<file path="config.mk">
export PLATFORM = sky130hd
export DESIGN_NAME = buddy_hole_table_top
export DESIGN_NICKNAME = d
export VERILOG_FILES = /design/src/hw/rtl/bht_pkg.sv /design/src/hw/rtl/bht_ram.sv /design/src/hw/rtl/buddy_hole_table_top.sv
export SDC_FILE = /design/constraint.sdc
export NUM_CORES = 2
export LEC_CHECK = 0
export BUFFER_PORTS_ARGS = -buffer_cell sky130_fd_sc_hd__buf_4
export CAP_MARGIN = 20
export CORE_ASPECT_RATIO = 1.5
export CORE_UTILIZATION = 47
export CTS_BUF_LIST = sky130_fd_sc_hd__clkbuf_2
export DETAILED_ROUTE_END_ITERATION = 10
export RECOVER_POWER = 100
export SYNTH_ARGS = -nofsm -noshare
export SYNTH_HDL_FRONTEND = slang
export SYNTH_SLANG_ARGS = --single-unit
export TNS_END_PERCENT = 20
</file>
<file path="constraint.sdc">
create_clock -name aclk -period 9.2 [get_ports aclk]
set_input_delay 1.84 -clock aclk [delete_from_list [all_inputs] [get_ports aclk]]
set_output_delay 1.84 -clock aclk [all_outputs]
set_load 0.005 [all_outputs]
</file>
<file path="src/hw/rtl/bht_pkg.sv">
// ----------------------------------------------------------------------------
// Buddy hole table package
// Shared constants, codes and the table entry layout.
// ----------------------------------------------------------------------------
package bht_pkg;

    // Table geometry.
    localparam int ENTRIES = 64;
    localparam int IDX_W   = $clog2(ENTRIES);
    localparam int CNT_W   = $clog2(ENTRIES + 1);

    // Field widths fixed by the interface.
    localparam int SIZE_W  = 17;
    localparam int ADDR_W  = 16;
    localparam int KIND_W  = 2;
    localparam int ENTRY_W = SIZE_W + ADDR_W;

    // Operation codes carried on the kind field.
    localparam logic [KIND_W-1:0] KIND_TAKE  = 2'd0;
    localparam logic [KIND_W-1:0] KIND_GIVE  = 2'd1;
    localparam logic [KIND_W-1:0] KIND_BUDDY = 2'd2;

    // Result status codes.
    typedef enum logic [1:0] {
        ST_OK   = 2'd0,
        ST_NONE = 2'd1,
        ST_FULL = 2'd2
    } status_t;

    // One table entry as held in the memory.
    typedef struct packed {
        logic [SIZE_W-1:0] size;
        logic [ADDR_W-1:0] start;
    } entry_t;

endpackage

</file>
<file path="src/hw/rtl/bht_ram.sv">
// ----------------------------------------------------------------------------
// Generic simple dual-port RAM
// One write port and one read port with registered read data.
// ----------------------------------------------------------------------------
module bht_ram #(
    parameter int WIDTH = 8,
    parameter int DEPTH = 16
) (
    input  logic                     aclk,
    input  logic                     we,
    input  logic [$clog2(DEPTH)-1:0] waddr,
    input  logic [WIDTH-1:0]         wdata,
    input  logic [$clog2(DEPTH)-1:0] raddr,
    output logic [WIDTH-1:0]         rdata
);

    logic [WIDTH-1:0] mem [DEPTH];
    logic [WIDTH-1:0] rdata_reg;

    always_ff @(posedge aclk) begin
        if (we) begin
            mem[waddr] <= wdata;
        end
        rdata_reg <= mem[raddr];
    end

    assign rdata = rdata_reg;

endmodule

</file>
<file path="src/hw/rtl/buddy_hole_table_top.sv">
// ----------------------------------------------------------------------------
// Buddy hole table
// Size-ordered table of free memory holes serving take, give and buddy
// requests for a buddy-style allocator.
// ----------------------------------------------------------------------------
// The table holds up to 64 free holes, each a 17-bit size and a 16-bit start
// address in chunk units, kept smallest first with older holes ahead of newer
// ones of the same size. A take request removes the smallest hole that fits
// and returns its address; a give request inserts a hole behind every hole of
// equal or smaller size, or reports a full table and drops it; a buddy request
// removes a hole of exactly the requested size that starts directly below or
// directly above the given address. Each request is one transfer on the s_
// channel and yields exactly one transfer on the m_ channel. The entries live
// in a single-port-read, single-port-write memory that is walked one entry per
// cycle by a small sequencer, with one shared compare unit judging each entry
// as it streams past and the same walk shifting entries to close or open a gap.
// A take or buddy request therefore walks all N holes in the table and a give
// at most N, with the memory read port yielding one entry per cycle. Take and
// buddy requests with an empty table, a give into a full table and an unused
// kind code skip the walk, and a give into an empty table writes its hole at
// the front without one. s_ready is high only while the sequencer is idle; a
// finished result sits in the output register and the next request may be
// taken while it waits for m_ready.
// ----------------------------------------------------------------------------
module buddy_hole_table_top
    import bht_pkg::*;
(
    input  logic              aclk,
    input  logic              aresetn,

    input  logic              s_valid,
    output logic              s_ready,
    input  logic [KIND_W-1:0] s_kind,
    input  logic [SIZE_W-1:0] s_request_size,
    input  logic [ADDR_W-1:0] s_address,

    output logic              m_valid,
    input  logic              m_ready,
    output logic [1:0]        m_status,
    output logic [ADDR_W-1:0] m_hole_address
);

    typedef enum logic [1:0] {
        S_IDLE,
        S_SCAN,
        S_INSERT0,
        S_RESP
    } state_t;

    // Sequencer and request registers.
    state_t              state_reg,     state_next;
    logic [KIND_W-1:0]   kind_reg,      kind_next;
    logic [SIZE_W-1:0]   size_reg,      size_next;
    logic [ADDR_W-1:0]   addr_reg,      addr_next;
    logic [ADDR_W-1:0]   low_reg,       low_next;
    logic                has_low_reg,   has_low_next;
    logic [ADDR_W+1:0]   high_reg,      high_next;
    logic [CNT_W-1:0]    count_reg,     count_next;
    logic [IDX_W-1:0]    rd_idx_reg,    rd_idx_next;
    logic [IDX_W-1:0]    last_idx_reg,  last_idx_next;
    logic                issue_reg,     issue_next;
    logic                ev_valid_reg,  ev_valid_next;
    logic [IDX_W-1:0]    ev_idx_reg,    ev_idx_next;
    logic                found_reg,     found_next;
    status_t             st_reg,        st_next;
    logic [ADDR_W-1:0]   res_addr_reg,  res_addr_next;

    // Output register.
    logic                m_valid_reg,   m_valid_next;
    status_t             m_status_reg,  m_status_next;
    logic [ADDR_W-1:0]   m_addr_reg,    m_addr_next;

    // Memory ports.
    logic                ram_we;
    logic [IDX_W-1:0]    ram_waddr;
    entry_t              ram_wentry;
    logic [ENTRY_W-1:0]  ram_rdata;
    entry_t              rd_entry;

    // Compare unit results for the entry currently on the read port.
    logic                size_ge;
    logic                size_gt;
    logic                buddy_hit;
    logic                hit;

    logic                out_free;
    logic                forward;
    logic                accept;
    logic [CNT_W-1:0]    count_m1;
    entry_t              new_entry;

    bht_ram #(
        .WIDTH (ENTRY_W),
        .DEPTH (ENTRIES)
    ) u_ram (
        .aclk  (aclk),
        .we    (ram_we),
        .waddr (ram_waddr),
        .wdata (ram_wentry),
        .raddr (rd_idx_reg),
        .rdata (ram_rdata)
    );

    assign rd_entry  = entry_t'(ram_rdata);
    assign new_entry = '{size: size_reg, start: addr_reg};

    assign s_ready  = (state_reg == S_IDLE);
    assign accept   = s_valid && s_ready;
    assign out_free = !m_valid_reg || m_ready;
    assign forward  = (kind_reg != KIND_GIVE);
    assign count_m1 = count_reg - CNT_W'(1);

    // The shared compare unit. Take wants the first hole at least as large as
    // the request, give stops at the first hole no larger than the new one
    // when walking down from the end, and buddy wants an exact size with a
    // start just below or just above the given address.
    always_comb begin
        size_ge   = (rd_entry.size >= size_reg);
        size_gt   = (rd_entry.size >  size_reg);
        buddy_hit = (rd_entry.size == size_reg) &&
                    ((has_low_reg && (rd_entry.start == low_reg)) ||
                     ({2'b00, rd_entry.start} == high_reg));
        hit       = (kind_reg == KIND_TAKE) ? size_ge : buddy_hit;
    end

    always_comb begin
        state_next    = state_reg;
        kind_next     = kind_reg;
        size_next     = size_reg;
        addr_next     = addr_reg;
        low_next      = low_reg;
        has_low_next  = has_low_reg;
        high_next     = high_reg;
        count_next    = count_reg;
        rd_idx_next   = rd_idx_reg;
        last_idx_next = last_idx_reg;
        issue_next    = issue_reg;
        ev_valid_next = 1'b0;
        ev_idx_next   = ev_idx_reg;
        found_next    = found_reg;
        st_next       = st_reg;
        res_addr_next = res_addr_reg;
        m_valid_next  = m_valid_reg && !m_ready;
        m_status_next = m_status_reg;
        m_addr_next   = m_addr_reg;
        ram_we        = 1'b0;
        ram_waddr     = ev_idx_reg;
        ram_wentry    = rd_entry;

        unique case (state_reg)
            S_IDLE: begin
                if (accept) begin
                    kind_next     = s_kind;
                    size_next     = s_request_size;
                    addr_next     = s_address;
                    has_low_next  = ({1'b0, s_address} >= s_request_size);
                    low_next      = s_address - s_request_size[ADDR_W-1:0];
                    high_next     = {2'b00, s_address} + {1'b0, s_request_size};
                    found_next    = 1'b0;
                    res_addr_next = '0;
                    st_next       = ST_NONE;
                    issue_next    = 1'b1;
                    if (s_kind == KIND_GIVE) begin
                        rd_idx_next   = count_m1[IDX_W-1:0];
                        last_idx_next = '0;
                        if (count_reg == CNT_W'(ENTRIES)) begin
                            st_next    = ST_FULL;
                            state_next = S_RESP;
                        end else if (count_reg == '0) begin
                            state_next = S_INSERT0;
                        end else begin
                            state_next = S_SCAN;
                        end
                    end else if (s_kind == KIND_TAKE || s_kind == KIND_BUDDY) begin
                        rd_idx_next   = '0;
                        last_idx_next = count_m1[IDX_W-1:0];
                        state_next    = (count_reg == '0) ? S_RESP : S_SCAN;
                    end else begin
                        state_next = S_RESP;
                    end
                end
            end

            S_SCAN: begin
                // Issue side: one read per cycle, forwards for take and buddy,
                // backwards from the last entry for give.
                if (issue_reg) begin
                    ev_valid_next = 1'b1;
                    ev_idx_next   = rd_idx_reg;
                    if (rd_idx_reg == last_idx_reg) begin
                        issue_next = 1'b0;
                    end else if (forward) begin
                        rd_idx_next = rd_idx_reg + IDX_W'(1);
                    end else begin
                        rd_idx_next = rd_idx_reg - IDX_W'(1);
                    end
                end

                // Evaluate side: the entry read in the previous cycle.
                if (ev_valid_reg) begin
                    if (forward) begin
                        if (!found_reg) begin
                            if (hit) begin
                                found_next    = 1'b1;
                                res_addr_next = rd_entry.start;
                            end
                        end else begin
                            // Close the gap left by the removed hole.
                            ram_we    = 1'b1;
                            ram_waddr = ev_idx_reg - IDX_W'(1);
                        end
                        if (ev_idx_reg == last_idx_reg) begin
                            ev_valid_next = 1'b0;
                            issue_next    = 1'b0;
                            state_next    = S_RESP;
                            if (found_reg || hit) begin
                                st_next    = ST_OK;
                                count_next = count_m1;
                            end
                        end
                    end else begin
                        ram_we    = 1'b1;
                        ram_waddr = ev_idx_reg + IDX_W'(1);
                        if (size_gt) begin
                            // Larger hole moves up one place to open a gap.
                            if (ev_idx_reg == '0) begin
                                ev_valid_next = 1'b0;
                                issue_next    = 1'b0;
                                state_next    = S_INSERT0;
                            end
                        end else begin
                            ram_wentry    = new_entry;
                            ev_valid_next = 1'b0;
                            issue_next    = 1'b0;
                            count_next    = count_reg + CNT_W'(1);
                            st_next       = ST_OK;
                            state_next    = S_RESP;
                        end
                    end
                end
            end

            S_INSERT0: begin
                ram_we     = 1'b1;
                ram_waddr  = '0;
                ram_wentry = new_entry;
                count_next = count_reg + CNT_W'(1);
                st_next    = ST_OK;
                state_next = S_RESP;
            end

            S_RESP: begin
                if (out_free) begin
                    m_valid_next  = 1'b1;
                    m_status_next = st_reg;
                    m_addr_next   = (st_reg == ST_OK) ? res_addr_reg : '0;
                    state_next    = S_IDLE;
                end
            end

            default: begin
                state_next = S_IDLE;
            end
        endcase
    end

    always_ff @(posedge aclk) begin
        if (!aresetn) begin
            state_reg    <= S_IDLE;
            count_reg    <= '0;
            issue_reg    <= 1'b0;
            ev_valid_reg <= 1'b0;
            found_reg    <= 1'b0;
            m_valid_reg  <= 1'b0;
        end else begin
            state_reg    <= state_next;
            count_reg    <= count_next;
            issue_reg    <= issue_next;
            ev_valid_reg <= ev_valid_next;
            found_reg    <= found_next;
            m_valid_reg  <= m_valid_next;
            kind_reg     <= kind_next;
            size_reg     <= size_next;
            addr_reg     <= addr_next;
            low_reg      <= low_next;
            has_low_reg  <= has_low_next;
            high_reg     <= high_next;
            rd_idx_reg   <= rd_idx_next;
            last_idx_reg <= last_idx_next;
            ev_idx_reg   <= ev_idx_next;
            st_reg       <= st_next;
            res_addr_reg <= res_addr_next;
            m_status_reg <= m_status_next;
            m_addr_reg   <= m_addr_next;
        end
    end

    assign m_valid        = m_valid_reg;
    assign m_status       = m_status_reg;
    assign m_hole_address = m_addr_reg;

    // The hole count never exceeds the table size.
    a_count_bound: assert property (@(posedge aclk) disable iff (!aresetn)
        count_reg <= CNT_W'(ENTRIES))
        else $error("hole count beyond table size");

    // A full status is only ever issued while the table really is full.
    a_full_only_when_full: assert property (@(posedge aclk) disable iff (!aresetn)
        (state_reg == S_RESP && out_free && st_reg == ST_FULL)
            |-> (count_reg == CNT_W'(ENTRIES)))
        else $error("full status with free table space");

    // Only a successful take or buddy carries an address.
    a_addr_zero_on_fail: assert property (@(posedge aclk) disable iff (!aresetn)
        (m_valid && m_status != ST_OK) |-> (m_hole_address == '0))
        else $error("address returned on a failed request");

    // The memory is written only by the walk or the front insertion.
    a_write_phase: assert property (@(posedge aclk) disable iff (!aresetn)
        ram_we |-> (state_reg == S_SCAN || state_reg == S_INSERT0))
        else $error("table write outside a walk");

    // The count moves by one at most, and only as a request completes.
    a_count_step: assert property (@(posedge aclk) disable iff (!aresetn)
        (count_reg != $past(count_reg)) |->
            (state_reg == S_RESP &&
             (count_reg == $past(count_reg) + CNT_W'(1) ||
              count_reg == $past(count_reg) - CNT_W'(1))))
        else $error("hole count changed unexpectedly");

endmodule
</file>
==> impl_metrics.csv <==
group,metric,value,unit
timing,skew,0.101,ns
global_routing,grt_pass1_wl,327,mm
power,leakage,31.4,nW
clocking,cts.reportedPaths.clkPinSlew,0.11,ns
logic_synthesis,syn_inst,3902,
place,gp_congestion,0.903,
min_path,hold_end,"ev_valid_reg$_SDFF_PN0_",
logic_synthesis,synth.distinct_cells,64,
min_path,min_from,"issue_reg$_SDFFE_PN0P_",
critical_path,start_kind,"register",
routing,num_vias,43500,
place,pre_cts_ws,4.58,ns
place,place_hpwl,134,mm
floorplanning,rows,195,
logic_synthesis,yosysWarnings,0,
global_routing,antenna_found_initial,14,
floorplanning,die_w,357,µm
critical_path,rrSetupSlack,2.30,ns
place,port_buffers,58,
routing,via_per_inst,5.97,
layout,fin_nets,4542,
floorplanning,initial_core_util,47.3,%
timing,slew_violations,1118,
critical_path,path_buf_inv,4,
layout,area_delta_synth_final,9.78,%
timing,relSlewSlack,-155,%
routing,drc,0,
logic_synthesis,synthTopCellsByArea,"edfxtp_1 (75%), mux4_2 (17%), dfxtp_1 (1.0%)",
logic_synthesis,synth.top_cell.area_share,75.4,%
timing,rsz0062_at_grt,"false",
routing,wl,229,mm
timing,final_hold_viol_count,0,
layout,largest_register_ffs,2112,
routing,ant_nets,0,
timing,worstMarginPinSlew,3.82,ns
critical_path,crit_cells,8,
critical_path,cp_cell_sequence,"inv_1, ha_1, clkbuf_1, clkinv_1, a21oi_1, nand2_1, nor2_1, clkbuf_1",
global_routing,grt_usage,24.2,%
clocking,postCtsResizedCells,0,
floorplanning,dieArea,191000,µm²
global_routing,grt_pass1_vias,45300,
critical_path,path_common_cell,"clkbuf_1",
run_status,violations,"capacitance limit, slew limit",
critical_path,reg2reg_from,"state_reg[1]$_SDFFE_PN0P_",
global_routing,grt_start_max_net_pins,117,
critical_path,crit_required,10.29,ns
critical_path,critPathMaxStageDelay,1.37,ns
critical_path,cp_top_family,"buffers and inverters",
power,power.total,26.7,mW
logic_synthesis,seq_area_frac_synth,76.4,%
logic_synthesis,synth_seq_cells,2281,
critical_path,worstReg2RegEnd,"u_ram.mem[39][18]$_DFFE_PP_",
min_path,holdCritPathClass,"register to register",
critical_path,cp_max_fo,31,
routing,first_pass_iters,6,
clocking,tritoncts,"done",
floorplanning,io_pins,59,
clocking,cts_max_path_buffers,4,
clocking,numCtsBuffers,527,
routing,drt_iter0_markers,4183,
critical_path,critPathSlowestCell,"clkbuf_1",
power,ir_drop,0.000178,V
logic_synthesis,async_flop_share,0,%
floorplanning,die_h,535,µm
layout,drive_gt1_share,34.6,%
run_status,status,"finished with violations",
routing,wl_per_cell,31.4,µm
min_path,worstHoldPathCells,2,
critical_path,cp-end-kind,"register",
clocking,cts_hold_buffers,0,
logic_synthesis,synth-edff-count,2235,
clocking,h-tree-depth,6,
timing,min_period_over_period,75.0,%
clocking,clock_latency,1.57,ns
logic_synthesis,netlist_area,89100,µm²
job,max-cap-violations,43,
global_routing,overflow,0,
clocking,clock-root-buffer,"clkbuf_2",
logic_synthesis,synth_top_area_cell,"edfxtp_1",
logic_synthesis,synthFlopType,"edfxtp_1",
power,pwr_density_cell,274,nW/µm²
timing,fin_ws,2.30,ns
clocking,cts_sinks,2281,
critical_path,crit_type,"register to register",
critical_path,worstRegToRegCells,8,
timing,fmax,145,MHz
timing,fin_setup_tns,0,ns
logic_synthesis,syn-num-nets,4006,
timing,setup-violations-final,0,
clocking,cts_setup_buffers,0,
logic_synthesis,avgSynthCellArea,22.8,µm²
critical_path,arrival,7.98,ns
timing,period_needed,6.90,ns
floorplanning,core_area,188000,µm²
## worst reg2reg max path, stage by stage (launching register included)
cell and delay, ns:
dfxtp_1 0.34, inv_1 0.10, ha_1 0.16, clkbuf_1 1.24, clkinv_1 1.07, a21oi_1 0.67
nand2_1 0.47, nor2_1 0.99, clkbuf_1 1.37
## placed cells by master (no fill, tap or decap), types with 9 or more instances in the layout
master / n
edfxtp_1: 2235
clkbuf_2: 767
mux4_2: 675
clkbuf_1: 96
nor2_1: 95
clkinv_1: 87
buf_4: 75
nand2_1: 66
inv_1: 65
xnor2_1: 63
ha_1: 62
dfxtp_1: 46
o21ai_0: 40
a21oi_1: 38
nor2_4: 26
and2_0: 24
buf_12: 24
xor2_1: 21
mux2i_1: 18
a22o_1: 17
a22o_2: 17
inv_2: 17
nor3_1: 15
nand4_1: 15
mux2_2: 14
bufinv_16: 13
and2_1: 12
clkinvlp_4: 12
nor2b_1: 11
nand2b_1: 10
or3_1: 10
o21bai_1: 9
a21o_1: 9
nand3_1: 9
a211oi_1: 9
## synth_stat cells, drive strengths merged, types with 5 or more instances
library cell and count:
xnor2 63, mux4 675, a22o 34, o21bai 9
and3 5, nand2b 11, a31oi 6, inv 65
mux2i 18, nor4 6, and2 36, nor2 121
dfxtp 46, nand3 9, edfxtp 2235, o22ai 7
a21o 9, a211oi 9, buf 86, nor3 15
or3 11, xor2 21, nand4 15, ha 62
nand2 66, clkbuf 103, a21oi 38, mux2 18
o21ai 41, nor2b 12
## per-layer routing
metal	share of wire (%)	routed length, µm	GRT usage (%)
met5	0	0	0
met4	3.1	7110	8.50
met3	5.8	13400	3.33
met2	52	119000	41.6
met1	39	89200	31.4
## final cells by class
cell class | count | area [µm²]
clock buffer | 767 | 3840
timing repair buffer | 196 | 1410
antenna | 8 | 20.0
fill | 14900 | 90300
clock inverter | 139 | 933
inverter | 66 | 248
tap | 2462 | 3080
multi-input combinational | 1366 | 20200
sequential | 2281 | 68000
## stage by stage
step	area, µm²	instances	util, %	hold WS (ns)
global placement	93300	6341	49.6	0.469
global route	97800	7284	52.0	0.427
finish	97800	7285	52.0	0.500
floorplan	89100	3902	-	0.421
detailed placement	93700	6361	49.8	0.477
CTS	98400	7267	52.3	0.254
## power by group
group / internal, mW / total [mW] / leakage, nW / switching (mW)
logic: 1.84 / 6.05 / 7.12 / 4.20
registers: 13.9 / 14.2 / 20.7 / 0.294
clock network: 2.59 / 6.49 / 3.62 / 3.90
## kinds of logic (layout without fill, tap and decap cells)
logic type / after synthesis / after routing / share of synthesized area [%]
AOI/OAI and AO/OA: 186 / 186 / 1.44
xor gates and xnor gates: 84 / 84 / 0.826
adders and majority gates: 65 / 65 / 0.939
buffers and inverters: 255 / 1168 / 1.17
DFF: 2281 / 2281 / 76.4
muxes: 711 / 711 / 17.5
other: 0 / 8 / 0
and+or+nand+nor: 320 / 320 / 1.73
## worst max path at each step
| stage | endpoint | slack, ns | startpoint |
|---|---|---|---|
| after floorplan | rd_idx_reg[0]$_DFFE_PP_ | 3.01 | s_valid |
| after global placement | u_ram.mem[42][6]$_DFFE_PP_ | 4.51 | kind_reg[1]$_DFFE_PP_ |
| after detailed placement | u_ram.mem[29][7]$_DFFE_PP_ | 4.58 | kind_reg[1]$_DFFE_PP_ |
| after CTS | u_ram.mem[7][4]$_DFFE_PP_ | 4.49 | size_reg[4]$_DFFE_PP_ |
| after global routing | u_ram.mem[14][6]$_DFFE_PP_ | 2.15 | state_reg[1]$_SDFFE_PN0P_ |
| final | u_ram.mem[39][18]$_DFFE_PP_ | 2.30 | state_reg[1]$_SDFFE_PN0P_ |
No activity file was read; power rests on OpenSTA's default activity.
